[src/hdl/irac_pkg.sv]
// Shared types, timing windows and result codes for the IR air-conditioner frame decoder.
// No dependencies; imported by every module of the decoder.
`default_nettype none

package irac_pkg;

    // Nominal pulse times in microseconds
    localparam int unsigned HdrMarkUs   = 6200;
    localparam int unsigned HdrSpaceUs  = 7480;
    localparam int unsigned BitMarkUs   = 560;
    localparam int unsigned OneSpaceUs  = 1640;
    localparam int unsigned ZeroSpaceUs = 550;
    localparam int unsigned TolLo       = 75;
    localparam int unsigned TolHi       = 125;

    // Acceptance windows, -25% .. +25% with integer truncation
    localparam logic [15:0] HDR_MARK_LO   = 16'(HdrMarkUs * TolLo / 100);
    localparam logic [15:0] HDR_MARK_HI   = 16'(HdrMarkUs * TolHi / 100);
    localparam logic [15:0] HDR_SPACE_LO  = 16'(HdrSpaceUs * TolLo / 100);
    localparam logic [15:0] HDR_SPACE_HI  = 16'(HdrSpaceUs * TolHi / 100);
    localparam logic [15:0] BIT_MARK_LO   = 16'(BitMarkUs * TolLo / 100);
    localparam logic [15:0] BIT_MARK_HI   = 16'(BitMarkUs * TolHi / 100);
    localparam logic [15:0] ONE_SPACE_LO  = 16'(OneSpaceUs * TolLo / 100);
    localparam logic [15:0] ONE_SPACE_HI  = 16'(OneSpaceUs * TolHi / 100);
    localparam logic [15:0] ZERO_SPACE_LO = 16'(ZeroSpaceUs * TolLo / 100);
    localparam logic [15:0] ZERO_SPACE_HI = 16'(ZeroSpaceUs * TolHi / 100);

    // Frame content constants
    localparam logic [7:0] TIMER_MIN = 8'hA1;
    localparam logic [7:0] TIMER_MAX = 8'hB8;
    localparam logic [7:0] TIMER_CMD = 8'h0D;

    // Positions within a capture
    localparam logic [7:0] POS_HDR_MARK   = 8'd0;
    localparam logic [7:0] POS_HDR_SPACE  = 8'd1;
    localparam logic [7:0] POS_FIRST_BIT  = 8'd2;
    localparam logic [7:0] POS_LAST_BIT   = 8'd193;
    localparam logic [7:0] POS_FOOT_MARK  = 8'd194;
    localparam logic [7:0] POS_FOOT_SPACE = 8'd195;
    localparam logic [7:0] POS_FINAL      = 8'd196;

    localparam int unsigned FRAME_BYTES = 5;

    typedef enum logic [3:0] {
        OC_OK       = 4'd0,
        OC_TIMER    = 4'd1,
        OC_SHORT    = 4'd2,
        OC_HEADER   = 4'd3,
        OC_BITMARK  = 4'd4,
        OC_BITSPACE = 4'd5,
        OC_FOOTER   = 4'd6,
        OC_FINAL    = 4'd7,
        OC_COMPL    = 4'd8
    } outcome_t;

    localparam logic [2:0] MODE_AUTO = 3'd0;
    localparam logic [2:0] MODE_HEAT = 3'd4;
    localparam logic [2:0] MODE_OFF  = 3'd5;

    localparam logic [1:0] PRESET_NONE  = 2'd0;
    localparam logic [1:0] PRESET_SLEEP = 2'd1;
    localparam logic [1:0] PRESET_BOOST = 2'd2;
    localparam logic [1:0] PRESET_LIGHT = 2'd3;

    // Window matches for one pulse duration
    typedef struct packed {
        logic lead_mark;
        logic lead_gap;
        logic data_mark;
        logic one_gap;
        logic zero_gap;
    } pulse_match_t;

    // One result beat; first member lands in the top bits of tdata
    typedef struct packed {
        logic [7:0] command_byte;
        logic [4:0] timer_hours;
        logic [1:0] preset_code;
        logic       louver_swing;
        logic [1:0] fan_code;
        logic [5:0] target_temp;
        logic [2:0] hvac_mode;
        logic       power_on;
        outcome_t   outcome;
    } result_t;

endpackage

`default_nettype wire

[src/hdl/irac_classify.sv]
// Pulse classifier: takes the magnitude of a signed duration and checks it
// against every timing window. Depends on irac_pkg.
`default_nettype none

module irac_classify
    import irac_pkg::*;
(
    input  wire logic [16:0]  duration_us,
    output pulse_match_t      match
);

    logic [16:0] neg;
    logic [15:0] mag;

    // Take magnitude; the most negative code clamps to full scale
    assign neg = 17'(~duration_us + 17'd1);
    always_comb
    begin
        if (!duration_us[16])
            mag = duration_us[15:0];
        else if (neg[16])
            mag = 16'hFFFF;
        else
            mag = neg[15:0];
    end

    // Compare against each window
    assign match.lead_mark = (mag >= HDR_MARK_LO)   && (mag <= HDR_MARK_HI);
    assign match.lead_gap  = (mag >= HDR_SPACE_LO)  && (mag <= HDR_SPACE_HI);
    assign match.data_mark = (mag >= BIT_MARK_LO)   && (mag <= BIT_MARK_HI);
    assign match.one_gap   = (mag >= ONE_SPACE_LO)  && (mag <= ONE_SPACE_HI);
    assign match.zero_gap  = (mag >= ZERO_SPACE_LO) && (mag <= ZERO_SPACE_HI);

endmodule

`default_nettype wire

[src/hdl/irac_fields.sv]
// Frame field decoder: turns the five stored frame bytes and the complement
// check into the final result beat. Depends on irac_pkg.
`default_nettype none

module irac_fields
    import irac_pkg::*;
(
    input  wire logic [7:0] timer_byte,
    input  wire logic [7:0] extra_byte,
    input  wire logic [7:0] cmd_byte,
    input  wire logic [7:0] status_byte,
    input  wire logic [7:0] mode_byte,
    input  wire logic       pair_mismatch,
    output result_t         result
);

    logic       timer_ok;
    logic [2:0] mode_raw;

    assign timer_ok = (timer_byte >= TIMER_MIN) && (timer_byte <= TIMER_MAX);
    assign mode_raw = mode_byte[7:5];

    // Build the result; rejects and timer frames leave other fields clear
    always_comb
    begin
        result = '0;
        if (pair_mismatch)
        begin
            result.outcome = OC_COMPL;
        end
        else if (!timer_ok && (cmd_byte == TIMER_CMD))
        begin
            result.outcome      = OC_TIMER;
            result.command_byte = cmd_byte;
        end
        else
        begin
            result.outcome  = OC_OK;
            result.power_on = status_byte[1];
            if (!status_byte[1])
                result.hvac_mode = MODE_OFF;
            else if (mode_raw > MODE_HEAT)
                result.hvac_mode = MODE_AUTO;
            else
                result.hvac_mode = mode_raw;
            result.target_temp  = 6'({1'b0, mode_byte[4:0]} + 6'd16);
            result.fan_code     = status_byte[6:5];
            result.louver_swing = (status_byte[3:2] == 2'b01);
            if (status_byte[0])
                result.preset_code = PRESET_SLEEP;
            else if (extra_byte[3])
                result.preset_code = PRESET_BOOST;
            else if (extra_byte[0])
                result.preset_code = PRESET_LIGHT;
            else
                result.preset_code = PRESET_NONE;
            result.timer_hours  = timer_ok ? timer_byte[4:0] : 5'd0;
            result.command_byte = cmd_byte;
        end
    end

endmodule

`default_nettype wire

[src/hdl/ir_ac_frame_decoder.sv]
// IR air-conditioner frame decoder, top level: input register, capture
// sequencer with frame storage, and result register. Depends on irac_pkg,
// irac_classify and irac_fields.
// Flow: a beat is held in the input register, decided as it moves on, and
// its result beat is held in the result register. Throughput: one beat per cycle
// while the result side keeps up; at most one result beat per capture.
// Reset (rst_n low, asynchronous) empties both registers and returns the
// sequencer to the header position.
`default_nettype none

module ir_ac_frame_decoder
    import irac_pkg::*;
(
    input  wire logic        clk,
    input  wire logic        rst_n,
    input  wire logic        s_tvalid,
    output logic             s_tready,
    input  wire logic [23:0] s_tdata,   // [16:0] duration_us, [23:17] zero
    input  wire logic        s_tlast,   // last_item
    output logic             m_tvalid,
    input  wire logic        m_tready,
    output logic [31:0]      m_tdata    // [3:0] outcome, [4] power_on, [7:5] hvac_mode,
                                        // [13:8] target_temp, [15:14] fan_code,
                                        // [16] louver_swing, [18:17] preset_code,
                                        // [23:19] timer_hours, [31:24] command_byte
);

    // Input register
    logic        in_valid_reg, in_valid_next;
    logic [16:0] in_dur_reg;
    logic        in_last_reg;

    // Capture state
    logic [7:0] pos_reg, pos_next;
    logic [7:0] shift_reg, shift_next;
    logic [7:0] even_reg, even_next;
    logic       mismatch_reg, mismatch_next;
    logic       decided_reg, decided_next;
    logic [7:0] frame_reg [FRAME_BYTES];

    // Result register
    logic    out_valid_reg, out_valid_next;
    result_t out_reg, out_next;

    logic         s_beat;
    logic         advance;
    pulse_match_t match;
    result_t      fin_result;

    logic       emit;
    logic       finish;
    outcome_t   code;
    logic       take;
    logic       bit_val;
    logic [6:0] bit_num;
    logic [2:0] bit_idx;
    logic [3:0] byte_idx;
    logic [7:0] shift_or;
    logic       frame_we;
    logic [2:0] frame_sel;

    assign advance  = in_valid_reg && (!out_valid_reg || m_tready);
    assign s_tready = !in_valid_reg || advance;
    assign s_beat   = s_tvalid && s_tready;

    irac_classify u_classify
    (
        .duration_us (in_dur_reg),
        .match       (match)
    );

    irac_fields u_fields
    (
        .timer_byte    (frame_reg[0]),
        .extra_byte    (frame_reg[1]),
        .cmd_byte      (frame_reg[2]),
        .status_byte   (frame_reg[3]),
        .mode_byte     (frame_reg[4]),
        .pair_mismatch (mismatch_reg),
        .result        (fin_result)
    );

    // Bit position within the data section
    assign bit_num  = 7'((pos_reg - POS_FIRST_BIT) >> 1);
    assign bit_idx  = bit_num[2:0];
    assign byte_idx = bit_num[6:3];
    assign shift_or = shift_reg | (8'(bit_val) << bit_idx);

    // Step the capture sequencer for the beat in the input register
    always_comb
    begin
        emit          = 1'b0;
        finish        = 1'b0;
        code          = OC_OK;
        take          = 1'b0;
        bit_val       = 1'b0;
        pos_next      = pos_reg;
        shift_next    = shift_reg;
        even_next     = even_reg;
        mismatch_next = mismatch_reg;
        decided_next  = decided_reg;
        frame_we      = 1'b0;
        frame_sel     = byte_idx[3:1];

        if (!decided_reg)
        begin
            if (pos_reg == POS_HDR_MARK)
            begin
                if (in_last_reg)
                begin
                    emit = 1'b1;
                    code = OC_SHORT;
                end
                else if (!match.lead_mark)
                begin
                    emit = 1'b1;
                    code = OC_HEADER;
                end
            end
            else if (pos_reg == POS_HDR_SPACE)
            begin
                if (!match.lead_gap)
                begin
                    emit = 1'b1;
                    code = OC_HEADER;
                end
                else if (in_last_reg)
                begin
                    emit = 1'b1;
                    code = OC_SHORT;
                end
            end
            else if (pos_reg <= POS_LAST_BIT)
            begin
                if (!pos_reg[0])
                begin
                    if (in_last_reg)
                    begin
                        emit = 1'b1;
                        code = OC_SHORT;
                    end
                    else if (!match.data_mark)
                    begin
                        emit = 1'b1;
                        code = OC_BITMARK;
                    end
                end
                else
                begin
                    if (match.one_gap)
                    begin
                        take    = 1'b1;
                        bit_val = 1'b1;
                    end
                    else if (match.zero_gap)
                    begin
                        take = 1'b1;
                    end
                    else
                    begin
                        emit = 1'b1;
                        code = OC_BITSPACE;
                    end
                    if (!emit && in_last_reg)
                    begin
                        emit = 1'b1;
                        code = OC_SHORT;
                    end
                end
            end
            else if (pos_reg == POS_FOOT_MARK)
            begin
                if (in_last_reg)
                begin
                    emit = 1'b1;
                    code = OC_SHORT;
                end
                else if (!match.data_mark)
                begin
                    emit = 1'b1;
                    code = OC_FOOTER;
                end
            end
            else if (pos_reg == POS_FOOT_SPACE)
            begin
                // Footer space shares the header space window
                if (!match.lead_gap)
                begin
                    emit = 1'b1;
                    code = OC_FOOTER;
                end
                else if (in_last_reg)
                begin
                    emit = 1'b1;
                    code = OC_FINAL;
                end
            end
            else
            begin
                emit = 1'b1;
                if (!match.data_mark)
                    code = OC_FINAL;
                else
                    finish = 1'b1;
            end

            // Shift in a data bit; close the byte on its eighth bit
            if (take)
            begin
                shift_next = shift_or;
                if (bit_idx == 3'd7)
                begin
                    shift_next = 8'd0;
                    if (!byte_idx[0])
                        even_next = shift_or;
                    else
                    begin
                        if (even_reg != ~shift_or)
                            mismatch_next = 1'b1;
                        frame_we = (byte_idx[3:1] < 3'(FRAME_BYTES));
                    end
                end
            end

            if (emit)
                decided_next = 1'b1;
            else if (pos_reg < POS_FINAL)
                pos_next = pos_reg + 8'd1;
        end

        // Drop the sequencer's capture state (not the frame bytes) at the end of a capture
        if (in_last_reg)
        begin
            pos_next      = POS_HDR_MARK;
            shift_next    = 8'd0;
            even_next     = 8'd0;
            mismatch_next = 1'b0;
            decided_next  = 1'b0;
        end
    end

    // Select the result beat contents
    always_comb
    begin
        out_next = '0;
        if (finish)
            out_next = fin_result;
        else
            out_next.outcome = code;
    end

    always_comb
    begin
        in_valid_next = in_valid_reg;
        if (s_beat)
            in_valid_next = 1'b1;
        else if (advance)
            in_valid_next = 1'b0;

        out_valid_next = out_valid_reg;
        if (advance)
            out_valid_next = emit;
        else if (m_tready)
            out_valid_next = 1'b0;
    end

    // Control state
    always_ff @(posedge clk or negedge rst_n)
    begin
        if (!rst_n)
        begin
            in_valid_reg  <= 1'b0;
            out_valid_reg <= 1'b0;
            pos_reg       <= POS_HDR_MARK;
            shift_reg     <= 8'd0;
            even_reg      <= 8'd0;
            mismatch_reg  <= 1'b0;
            decided_reg   <= 1'b0;
        end
        else
        begin
            in_valid_reg  <= in_valid_next;
            out_valid_reg <= out_valid_next;
            if (advance)
            begin
                pos_reg      <= pos_next;
                shift_reg    <= shift_next;
                even_reg     <= even_next;
                mismatch_reg <= mismatch_next;
                decided_reg  <= decided_next;
            end
        end
    end

    // Payload: input beat, frame bytes, result beat
    always_ff @(posedge clk)
    begin
        if (s_beat)
        begin
            in_dur_reg  <= s_tdata[16:0];
            in_last_reg <= s_tlast;
        end
        if (advance && frame_we)
            frame_reg[frame_sel] <= shift_or;
        if (advance)
            out_reg <= out_next;
    end

    assign m_tvalid = out_valid_reg;
    assign m_tdata  = out_reg;

endmodule

`default_nettype wire

[config.mk]
export PLATFORM = sky130hd
export DESIGN_NAME = ir_ac_frame_decoder
export DESIGN_NICKNAME = d
export VERILOG_FILES = /design/src/hdl/irac_pkg.sv /design/src/hdl/irac_classify.sv /design/src/hdl/irac_fields.sv /design/src/hdl/ir_ac_frame_decoder.sv
export SDC_FILE = /design/constraint.sdc
export NUM_CORES = 1
export LEC_CHECK = 0
export BUFFER_PORTS_ARGS = -buffer_cell sky130_fd_sc_hd__buf_4
export CORE_UTILIZATION = 55
export CTS_CLUSTER_SIZE = 10
export DETAILED_ROUTE_END_ITERATION = 8
export PLACE_DENSITY = 0.72
export SYNTH_ARGS = -nofsm -noshare
export SYNTH_HDL_FRONTEND = slang
export SYNTH_SLANG_ARGS = --single-unit
[constraint.sdc]
create_clock -name clk -period 6.4 [get_ports clk]
set_input_delay 1.28 -clock clk [delete_from_list [all_inputs] [get_ports clk]]
set_output_delay 1.28 -clock clk [all_outputs]
set_load 0.01 [all_outputs]
; Word level (Yosys, flattened, before mapping)
; Memories as Yosys holds them, arrays and structs flattened.
; Cells that the tools add are included.
[op_classes]
shifts = 1
order_cmp = 16
n_addsub = 4
eq_ne = 10
n_bitwise = 6
n_reduce_logical = 34
muxes = 105
[op_table]
columns = cell, n
row1 = 2-to-1 mux 8 bit, 13
row2 = 2-to-1 mux 1 bit, 63
row3 = 2-to-1 mux 4 bit, 10
row4 = 2-to-1 mux 3 bit, 11
row5 = ">= comparator 16 x 13 -> 1 bit, second input constant", 2
row6 = ">= comparator 16 x 9 -> 1 bit, second input constant", 2
row7 = "<= comparator 16 x 10 -> 1 bit, second input constant", 2
row8 = 2-to-1 mux 16 bit, 2
row9 = "adder 17 x 1 -> 17 bit, second input constant", 1
row10 = inverter 17 bit, 1
row11 = "== test 8 bit, second input constant", 2
row12 = ">= comparator 16 x 11 -> 1 bit, second input constant", 1
row13 = "<= comparator 16 x 12 -> 1 bit, second input constant", 1
row14 = "<= comparator 16 x 13 -> 1 bit, second input constant", 1
row15 = "<= comparator 16 x 14 -> 1 bit, second input constant", 1
row16 = "<= comparator 8 bit, second input constant", 2
row17 = nonzero test 2 bit, 7
row18 = 2-to-1 mux 2 bit, 6
row19 = logical AND 1 bit, 11
row20 = "adder 8 x 1 -> 8 bit, second input constant", 1
row21 = "== test 8 x 1 -> 1 bit, second input constant", 1
row22 = "== test 8 x 4 -> 1 bit, second input constant", 1
row23 = ">= comparator 8 bit, second input constant", 1
row24 = logical NOT 8 bit, 1
row25 = 23 further kinds, 32
[totals]
memories = 1
in_bits = 29
word_cells = 197
output_inout_bits = 34
register_bits = 78
mem_bits_rw = 40
[memory_table]
columns = memory, words, word_bits, read_ports, rd_ports_with_merged_regs, write_ports, line_no
row1 = frame_reg, 5, 8, 5, 0, 1, ir_ac_frame_decoder.sv:39  ; logic [7:0] frame_reg [FRAME_BYTES];

; Logic depth before layout (Yosys ltp)
; Gate-level depths: netlist of run 1.
[logic_depth]
depth_word = 24
ltp_mapped = 17
ltp_nobuf = 12

; Cells and area by module
; From an unflattened synthesis of run 1, not the netlist that was laid out.
[hier_totals]
cells_unflattened = 603
hier_area_um2 = 6635.1
[by_module_without_submodules]
columns = module, seq_area_each_um2, area_per_inst_um2, cells_each, instances
row1 = ir_ac_frame_decoder, 3403.3, 5124.9, 383, 1
row2 = irac_classify, 0.0, 925.9, 135, 1
row3 = irac_fields, 0.0, 584.3, 85, 1

; Least setup slack after synthesis of run 1
; OpenSTA, ideal clock, no wires.
[synth_path]
kind = flip-flop to flip-flop
from = register in_dur_reg[0]
to = memory frame_reg[0][0], enable pin
t_required_ns = 6.030
setup_ns = 0.370
path_slack_ns = 1.825
n_path_buf = 3
path_stages_with_launch = 16
arrival_ns = 4.205
period_less_slack_ns = 4.575
path_cell_list = edfxtp_1 clkbuf_1 inv_1 ha_1 or3b_2 buf_2 o41ai_2 xnor2_1 or4_4 a211oi_4 a32oi_2 or4_4 buf_6 nor3b_2 nand2_1 nor2_1
[synth_via]
elab_chain_cells = 18
elab_cells_between_ends = 22
cone_classes = add/sub: 1 / order compare: 4 / mux: 13 / bitwise: 1 / reduce/logical: 3
[synth_lines]
columns = element, line_no
row1 = start: declaration, ir_ac_frame_decoder.sv:30  ; logic [16:0] in_dur_reg;
row2 = start signal: assignment, ir_ac_frame_decoder.sv:300  ; in_dur_reg <= s_tdata[16:0];
row3 = inverter 17 bit, irac_classify.sv:16  ; assign neg = 17'(~duration_us + 17'd1);
row4 = adder 17 x 1 -> 17 bit, irac_classify.sv:16
row5 = 2-to-1 mux 16 bit, irac_classify.sv:21  ; else if (neg[16])
row6 = 2-to-1 mux 16 bit (*), irac_classify.sv:19  ; if (!duration_us[16])
row7 = >= comparator 16 x 9 -> 1 bit or <= comparator 16 x 10 -> 1 bit (tied branches), irac_classify.sv:32  ; assign match.zero_gap = (mag >= ZERO_SPACE_LO) && (mag <= ZERO_SPACE_HI);
row8 = logical AND 1 bit, irac_classify.sv:32
row9 = 2-to-1 mux 1 bit, ir_ac_frame_decoder.sv:155  ; else if (match.zero_gap)
row10 = 2-to-1 mux 1 bit (*), ir_ac_frame_decoder.sv:150  ; if (match.one_gap)
row11 = [2 not listed], -
row12 = 2-to-1 mux 1 bit (*), ir_ac_frame_decoder.sv:120  ; else if (pos_reg == POS_HDR_SPACE)
row13 = 2-to-1 mux 1 bit (*), ir_ac_frame_decoder.sv:107  ; if (pos_reg == POS_HDR_MARK)
row14 = 2-to-1 mux 1 bit (*), ir_ac_frame_decoder.sv:105  ; if (!decided_reg)
row15 = 2-to-1 mux 1 bit (*), ir_ac_frame_decoder.sv:208  ; if (take)
row16 = 2-to-1 mux 1 bit (*), ir_ac_frame_decoder.sv:105
row17 = logical AND 1 bit (*), ir_ac_frame_decoder.sv:303  ; if (advance && frame_we)
row18 = 2-to-1 mux 1 bit (*), ir_ac_frame_decoder.sv:303
row19 = 2-to-1 mux 1 bit (not written as such) (*), ir_ac_frame_decoder.sv:304  ; frame_reg[frame_sel] <= shift_or;
row20 = end: declaration, ir_ac_frame_decoder.sv:39
; Mark *: on every way between the ends. The rest lies on a longest branch, timed or not. The select of a mux whose other input is x is not followed.

; Worst setup path in the final report of run 1
[layout_path]
from = register in_dur_reg[0]
to = memory frame_reg[0][7], enable pin
; The elaborated chain is that of the path after synthesis.

==> flow_metrics.tcl, run 1 <==
set metrics [dict create \
    status "completed" \
    fp.dieArea_um2 11720 \
    cts_tree "yes" \
    fp.dieH_um 108.3 \
    overflow 0 \
    rsz0062_at_grt "no" \
    synth_top_area_cell "edfxtp_1" \
    layout-drive-gt1-share 0.1646 \
    wire_per_inst_um 17.66 \
    worstSetupEndpointType "flip-flop" \
    peakVddDrop_uv 197.9 \
    n_antenna_cell 0 \
    yosysSeqAreaShare 0.5094 \
    cts_sinks 110 \
    grt_pass1_vias 4534 \
    firstDrtPassIters 5 \
    final_util 0.6405 \
    grt_pass1_wl_mm 22.63 \
    critPathMaxFanout 14 \
    initial_core_util 0.5678 \
    rows 38 \
    synth-seq-cells 110 \
    antenna_found_initial 0 \
    ys_async_sr_fraction 0.2545 \
    fp.coreArea_um2 10940 \
    fillers 879 \
    area_delta_synth_final_pct 12.79 \
    maxCapViolCount 0 \
    cts_buffers 9 \
    chipWidth_um 108.3 \
    crit_required_ns 6.39 \
    wl_mm 13.74 \
    gp_congestion 0.8933 \
    htreeDepth 3 \
    seqPwrFrac 0.478 \
    synth.yosys.warnings 0 \
    gr-usage-all-layers 0.2493 \
    syn_inst 593 \
    skew_ns 0.01133 \
    finalSetupTns_ns 0 \
    dp_hpwl_mm 10.11 \
    drt_iter0_drc 534 \
    p_sw_uw 594.3 \
    worstSkewPairLatency_ns 0.35 \
    hold_path_class "flip-flop to flip-flop" \
    timing.fmax_ghz 0.1880 \
    grt_max_degree 39 \
    leakage_nw 2.648 \
    root_buffer "clkbuf_16" \
    startpoint_type "flip-flop" \
    synth_ff_type "edfxtp_1" \
    syn_avg_cell_area_um2 10.47 \
    cts_setup_buffers 0 \
    synth_top_area_frac 0.3965 \
    synth_area_leaders "edfxtp_1 40%, dfrtp_1 11%, nand2_1 3.3%" \
    synth_edf_count 82 \
    path_class "flip-flop to flip-flop" \
    vias 4809 \
    ant_nets 0 \
    fin_crit_sh 0.8313 \
    final-setup-viol-count 0 \
    cts_max_path_buffers 2 \
    internal_power_mw 1.275 \
    slew_headroom 0.3226 \
    switching_share 0.3179 \
    cp.arrival_ns 5.31 \
    syn-num-nets 630 \
    slew_viol_final 0 \
    dp_cells 762 \
    cts_resized 0 \
    period_minus_slack_ns 5.320 \
    numPortBuffers 55 \
    yosysUniqueCellTypes 74 \
    clock_power_share 0.306 \
    synthesis.area_um2 6210 \
    clk_pin_slew_ns 0.08 \
    cts_hold_buf 0 \
    viasPerCell 6.181 \
    ioPinCount 63 \
    final_nets 670 \
    r2r_slack_ns 1.08 \
    combinationalPowerShare 0.217 \
    drc_errors 0 \
    hold_viol 0 \
    tightestPinTransition_ns 1.007 \
    fin_cells 778 \
    pwr_density_cell_nw_per_um2 266.9 \
]
routing by layer:
layer / wire length [µm] / global-route usage / vias to the layer above / part of all wire
met3: 878 / 0.03797 / 17 / 0.064
li1: - / - / 2330 / -
met4: 197 / 0.06467 / 0 / 0.014
met2: 6284 / 0.3854 / 158 / 0.46
met5: 0 / 0 / - / 0
met1: 6378 / 0.3680 / 2304 / 0.46
layout make-up:
class / count / area [µm²] / share of cell area
clock buffer: 9 / 225.2 / 0.03215
clock inverter: 7 / 85.08 / 0.01215
inverter: 23 / 86.33 / 0.01233
multi-input combinational: 427 / 2804 / 0.4003
sequential: 110 / 3163 / 0.4516
tap: 140 / 175.2 / 0.02501
timing repair buffer: 62 / 465.4 / 0.06645
cell usage after synthesis (8+ instances only):
library cell / number
edfxtp_1: 82
nand2_1: 54
nor2_1: 41
dfrtp_1: 28
nor3_1: 26
clkbuf_1: 25
inv_1: 23
a21oi_1: 22
and3_1: 18
o21ai_0: 18
xnor2_1: 18
and2_1: 16
nand3_1: 12
nor3b_1: 12
a31oi_1: 11
o31ai_1: 11
nor4_1: 10
mux2i_1: 9
nand2b_1: 9
nor2b_1: 9
ha_1: 8
o211ai_1: 8
layout by cell type, fill, tap and decap left out, drive strengths merged, types with 19 or more instances in the layout:
cell type / synthesis / routed
edfxtp: 82 / 82
buf: 8 / 62
nand2: 54 / 54
nor2: 41 / 41
dfrtp: 28 / 28
nor3: 26 / 26
inv: 23 / 26
a21oi: 22 / 22
o21ai: 19 / 19
power groups by stage:
stage          registers [mW]  logic [mW]  clock network [mW]
5_1_grt                 0.902       0.445               0.606
3_3_place_gp            0.906       0.393                   0
4_1_cts                 0.893       0.402               0.577
2_1_floorplan           0.896       0.264                   0
6_report                0.893       0.405               0.571
3_5_place_dp            0.909       0.400                   0
stage by stage:
stage	total power, mW	area (µm²)	hold slack [ns]	setup WS (ns)
2_1_floorplan	1.160	6210	0.4671	1.825
3_3_place_gp	1.298	6694	0.4820	1.179
3_5_place_dp	1.309	6694	0.4871	1.094
4_1_cts	1.872	7004	0.5057	1.080
5_1_grt	1.952	7004	0.5219	0.7476
6_report	1.869	7004	0.5052	1.080
logic make-up (layout without fill, tap and decap cells):
| kind of cell | after synthesis | in the layout | share of synthesized area |
|---|---|---|---|
| and+or+nand+nor | 247 | 247 | 0.2148 |
| AOI/OAI and AO/OA | 137 | 137 | 0.1687 |
| DFF | 110 | 110 | 0.5094 |
| buffers and inverters | 56 | 101 | 0.03909 |
| xor gates and xnor gates | 24 | 24 | 0.03385 |
| muxes | 11 | 11 | 0.01813 |
| adders and majority gates | 8 | 8 | 0.01612 |
worst paths after layout:
kind / start / end / cells past startpoint
min in group asynchronous: rst_n / even_reg[7] / 1
worst min-delay path: even_reg[5] / even_reg[5] / 2
worst max-delay path: in_dur_reg[0] / frame_reg[0][7] / 12
worst max register to register: in_dur_reg[0] / frame_reg[0][7] / 12
worst min register to register: even_reg[5] / even_reg[5] / 2
max in group asynchronous: rst_n / mismatch_reg / 1
worst max-delay path, stage by stage (launching register included):
cell and delay, ns:
edfxtp_1 0.55, inv_1 0.14, ha_1 0.38, or3b_2 0.60, o41ai_2 0.35, xnor2_1 0.26
or4_4 0.61, a211oi_4 0.39, a32oi_2 0.14, or4_4 0.60, nor3b_2 0.26, nand2_1 0.13
nor2_1 0.54
Note: power is estimated with default switching activity, not from simulation.
==> run 2: changes to the inputs <==
CORE_UTILIZATION = 54   (was 55)
PLACE_DENSITY = 0.74   (was 0.72)
clock period = 4.6 ns   (was 6.4 ns; I/O delays follow)
==> run 2 against run 1 <==
Net effect: utilization grew 2.3 points; clock power grew 42%; hold slack lost 0.036 ns; register-to-register slack lost 0.89 ns; final area grew 4.5%; setup slack lost 0.89 ns; combinational power grew 51%; cell count grew 5.3%; wire length grew 7.5%; critical path type unchanged; largest cell class unchanged; largest power group unchanged.
==> flow_metrics.tcl, run 2 (synthesis results as in run 1) <==
set metrics [dict create \
    status "completed" \
    dp_cells 803 \
    clk_pin_slew_ns 0.09 \
    initial_core_util 0.5630 \
    cts_max_path_buffers 2 \
    fp.dieH_um 109.2 \
    viasPerCell 6.250 \
    cts_tree "yes" \
    pwr_density_cell_nw_per_um2 362.7 \
    leakage_nw 2.852 \
    vias 5119 \
    rows 38 \
    chipWidth_um 109.2 \
    firstDrtPassIters 7 \
    grt_pass1_vias 4728 \
    wl_met3_mm 1.026 \
    final-setup-viol-count 0 \
    rsz0062_at_grt "no" \
    cts_hold_buf 0 \
    wire_per_inst_um 18.03 \
    period_minus_slack_ns 4.407 \
    clock_power_share 0.305 \
    critPathMaxFanout 8 \
    fin_cells 819 \
    ant_nets 0 \
    cp.arrival_ns 4.47 \
    slew_headroom 0.4556 \
    htreeDepth 3 \
    area_delta_synth_final_pct 17.85 \
    root_buffer "clkbuf_16" \
    fp.coreArea_um2 11030 \
    fp.dieArea_um2 11930 \
    maxCapViolCount 0 \
    numPortBuffers 55 \
    drc_errors 0 \
    place_ws_ns 0.3540 \
    tightestPinTransition_ns 0.8166 \
    placed_area_um2 7002 \
    cts_setup_buffers 0 \
    met2_length_mm 6.778 \
    antenna_found_initial 0 \
    top_layer_used "met4" \
    timing.fmax_ghz 0.2269 \
    layout-drive-gt1-share 0.2150 \
    final_util 0.6635 \
    path_class "flip-flop to flip-flop" \
    gr-usage-all-layers 0.2604 \
    combinationalPowerShare 0.231 \
    worstSetupEndpointType "flip-flop" \
    dp_hpwl_mm 10.81 \
    fin_crit_sh 0.9581 \
    wl_mm 14.77 \
    grt_max_degree 35 \
    finalSetupTns_ns 0 \
    worstSkewPairLatency_ns 0.36 \
    final_nets 711 \
    overflow 0 \
    skew_ns 0.01083 \
    grt_pass1_wl_mm 23.66 \
    hold_viol 0 \
    gp_congestion 0.8932 \
    crit_required_ns 4.67 \
    stdcell_area_um2 7318 \
    final_cell_mix "103 x buf_4, 82 x edfxtp_1, 54 x nand2_1, 41 x nor2_1, 28 x dfrtp_1" \
    switching_share 0.3187 \
    met1_length_mm 6.680 \
    p_sw_uw 845.9 \
    layout_commonest_cell "buf_4" \
    internal_power_mw 1.808 \
    hold_path_class "primary input to async pin" \
    n_antenna_cell 0 \
    cts_sinks 110 \
    cts_buffers 9 \
    startpoint_type "flip-flop" \
    fin_ws_ns 0.1927 \
    ioPinCount 63 \
    peakVddDrop_uv 273.7 \
    seqPwrFrac 0.464 \
    slew_viol_final 0 \
    drt_iter0_drc 312 \
]
-- run 2: changes by cell type in the layout (fill, tap and decap cells not counted), sizes merged --
cell / before / now
clkinv: 3 / 2
inv: 26 / 28
buf: 62 / 103
clkinvlp: 1 / 0
-- run 2: worst paths after layout --
path,from,end,slack (ns),cells past startpoint
min reg2reg,even_reg[2],even_reg[2],0.50,2
max in group asynchronous,rst_n,mismatch_reg,3.85,1
min in group clk,even_reg[2],even_reg[2],0.50,2
min,rst_n,pos_reg[3],0.47,1
max reg2reg,in_dur_reg[8],frame_reg[4][7],0.19,12
max,in_dur_reg[8],frame_reg[4][7],0.19,12
-- run 2: timing repair --
item,CTS,global route
endpoints found under the setup margin,0,1
resized for setup,0,1
endpoints found under the hold margin,0,0
-- run 2: per-layer routing --
metal  global-route usage  vias up
met4              0.08762        0
li1                     -     2419
met5                    0        -
met2               0.3958      217
met1               0.3714     2457
met3              0.05380       26
-- run 2: area by class of cell --
class / count / area, µm²
clock buffers: 9 / 225.2
clock inverters: 7 / 91.34
fillers: 868 / 3712
inverters: 23 / 86.33
multi-input cells: 427 / 2804
flip-flops and latches: 110 / 3163
well taps: 140 / 175.2
repair buffers: 103 / 773.2
-- run 2: power groups by stage --
stage	clock [mW]	combinational, mW	sequential (mW)
global placement	0	0.592	1.25
global route	0.857	0.674	1.24
detailed placement	0	0.604	1.25
CTS	0.821	0.608	1.23
floorplan	0	0.368	1.25
finish	0.810	0.613	1.23
-- run 2: worst max-delay path, cell delays in order (launching register included) --
cell	delay [ns]
edfxtp_1	0.51
or3_1	0.51
nor4_1	0.53
o221ai_1	0.24
buf_4	0.21
nor4_1	0.44
a311o_1	0.31
a32oi_2	0.10
or4_4	0.52
nor3b_2	0.28
nand2_1	0.15
nor2_1	0.14
buf_4	0.18
-- run 2: metrics by stage --
step	power (mW)	hold WS, ns
floorplan	1.614	0.4671
global placement	1.838	0.4847
detailed placement	1.855	0.4873
CTS	2.659	0.4767
global route	2.773	0.4855
finish	2.654	0.4688
==> run 3: changes to the inputs <==
ABC_AREA = 1   (was default)
==> run 3 against run 2 <==
Net effect: clock skew up 0.0068 ns; clock power down 30%; synthesized area shrank 2.3%; sequential cell count unchanged; combinational power up 15%; synthesized cell count is 21% higher; maximum frequency is 12% higher; sequential share of layout area rose by 3.2 points; critical path depth increased by 4; sequential power about the same.
==> flow_metrics.tcl, run 3 <==
set metrics [dict create \
    regToRegStartpoint "in_dur_reg[0]" \
    synthSimpleGateAreaFrac 0.2955 \
    syn_inst 717 \
    cp_cell_sequence "inv_2 > ha_1 > nand3_2 > nor2_1 > nand3_2 > nand3_2 > inv_1 > nand2_1 > a21oi_1 > nand3_1 > nand3_1 > nand2_1 > nand4_1 > nor3_1 > nand2_1 > nor2_1" \
    area_delta_synth_final_pct 12.23 \
    synthMuxAreaShare 0 \
    yosysUniqueCellTypes 40 \
    final_cell_mix "172 x nand2_1, 111 x inv_1, 93 x nor2_1, 82 x edfxtp_1, 58 x buf_4" \
    n_antenna_cell 0 \
    hold_viol 0 \
    drc_errors 0 \
    yosysMostFrequentCell "nand2_1" \
    synth_top_area_frac 0.4058 \
    wl_mm 12.09 \
    hold_path_class "primary input to async pin" \
    fin_crit_sh 0.8522 \
    gp_congestion 0.9360 \
    cts_max_path_buffers 2 \
    skew_ns 0.01768 \
    ioPinCount 63 \
    gr-usage-all-layers 0.2258 \
    final-setup-viol-count 0 \
    slew_headroom 0.1769 \
    startpoint_type "flip-flop" \
    synth_ff_type "edfxtp_1" \
    viasPerCell 5.320 \
    stdcell_area_um2 6810 \
    htreeDepth 3 \
    synth_edf_count 82 \
    maxCapViolCount 0 \
    synth_xor_area_frac 0.01443 \
    synthesis.area_um2 6068 \
    numPortBuffers 55 \
    yosysSeqAreaShare 0.5212 \
    synthTopCellsByCount "172 x nand2_1, 111 x inv_1, 93 x nor2_1" \
    dp_hpwl_mm 9.328 \
    grt_pass1_wl_mm 20.50 \
    ys_async_sr_fraction 0.2545 \
    overflow 0 \
    fp.dieH_um 108.0 \
    crit_required_ns 4.60 \
    syn_avg_cell_area_um2 8.463 \
    total_power_mw 2.505 \
    cts_resized 0 \
    root_buffer "clkbuf_8" \
    placed_area_um2 6610 \
    worst_path_largest_cell_delay_ns 0.52 \
    pwr_density_cell_nw_per_um2 367.9 \
    grt_max_degree 34 \
    leakage_nw 3.159 \
    cts_hold_buf 0 \
    worstSkewPairLatency_ns 0.38 \
    initial_core_util 0.5573 \
    period_minus_slack_ns 3.920 \
    vias 4894 \
    final_nets 812 \
    chipWidth_um 108.0 \
    worstSetupEndpointType "flip-flop" \
    finalSetupTns_ns 0 \
    synth_area_leaders "edfxtp_1 41%, dfrtp_1 12%, nand2_1 11%" \
    layout_commonest_cell "nand2_1" \
    rsz0062_at_grt "no" \
    synth_top_area_cell "edfxtp_1" \
    peakVddDrop_uv 183.0 \
    synth-seq-cells 110 \
    crit_path_start "in_dur_reg[0]" \
    synthAdderAreaFrac 0.01649 \
    antenna_found_initial 0 \
    synth_top_family_by_area "simple AND/OR/NAND/NOR gates" \
    r2r_slack_ns 0.68 \
    layout-drive-gt1-share 0.1462 \
    wire_per_inst_um 13.14 \
    r2r_end "frame_reg[2][6]" \
    synth.yosys.warnings 0 \
    clk_pin_slew_ns 0.11 \
    cts_tree "yes" \
    fp.dieArea_um2 11670 \
    syn-num-nets 754 \
    cpMaxStageDelayCell "nor2_1" \
    rows 38 \
    critPathMaxFanout 22 \
    cp.arrival_ns 3.92 \
    ant_nets 0 \
    cts_setup_buffers 0 \
    drt_iter0_drc 337 \
    grt_pass1_vias 4549 \
    rr_worst_depth 16 \
    firstDrtPassIters 5 \
    path_class "flip-flop to flip-flop" \
    timing.fmax_ghz 0.2551 \
    synth_compound_area_frac 0.06825 \
    status "completed" \
    cts_sinks 110 \
    worstSetupEndpoint "frame_reg[2][6]" \
    slew_viol_final 0 \
    cts_buffers 9 \
    tightestPinTransition_ns 1.233 \
    fp.coreArea_um2 10890 \
]
==> run 3: cell types whose count changed in the layout (fill, tap and decap cells not counted), sizes merged, moves of 15 or more <==
cell | before | now
and2 | 16 | 0
and3 | 18 | 0
buf | 103 | 58
inv | 28 | 119
nand2 | 54 | 182
nand3 | 12 | 62
nor2 | 41 | 102
xnor2 | 18 | 3
==> run 3: cell families after synthesis <==
family	count (synthesis)
XOR/XNOR	10
AND/OR/NAND/NOR	392
buffers and inverters	128
adder cells (fa/ha/maj)	8
AO/OA/AOI/OAI	69
flip-flops	110
==> run 3: layer usage <==
layer,vias up,track usage,routed length (µm)
li1,2457,-,-
met1,2250,0.2963,5395
met2,167,0.3740,5801
met3,20,0.04280,658
met4,0,0.08121,233
met5,-,0,0
==> run 3: cell type report <==
type | count | area [µm²]
flip-flops and latches | 110 | 3163
well taps | 140 | 175.2
clock buffers | 9 | 123.9
multi-input cells | 479 | 2395
clock inverters | 7 | 76.32
fillers | 934 | 4078
repair buffers | 58 | 435.4
inverters | 117 | 441.7
==> run 3: worst max-delay path: cells and delay by family, from the launching register on <==
family / cells / cell delay, ns
simple gates: 12 / 2.54
flops: 1 / 0.47
buf+inv: 2 / 0.28
fa+ha+maj: 1 / 0.21
compound gates: 1 / 0.06
==> run 3: worst min-delay path by stage <==
stage | start | to | slack [ns]
3_5_place_dp | decided_reg | m_tvalid | 0.49
4_1_cts | rst_n | shift_reg[1] | 0.43
5_1_grt | rst_n | even_reg[1] | 0.43
2_1_floorplan | decided_reg | m_tvalid | 0.45
3_3_place_gp | decided_reg | m_tvalid | 0.48
6_report | rst_n | shift_reg[1] | 0.44
==> run 3: through the flow <==
step	setup WS (ns)	hold slack (ns)	util	std cells
6_report	0.6800	0.4422	0.6255	920
4_1_cts	0.6930	0.4344	0.6255	920
5_1_grt	0.2799	0.4341	0.6255	920
3_5_place_dp	0.6959	0.4933	0.6071	904
2_1_floorplan	1.434	0.4451	-	717
3_3_place_gp	0.7773	0.4759	0.6071	904
==> run 3: power breakdown <==
| group | switching (mW) | internal, mW |
|---|---|---|
| combinational | 0.467 | 0.240 |
| clock | 0.349 | 0.215 |
| sequential | 0.0578 | 1.18 |
| total | 0.873 | 1.63 |
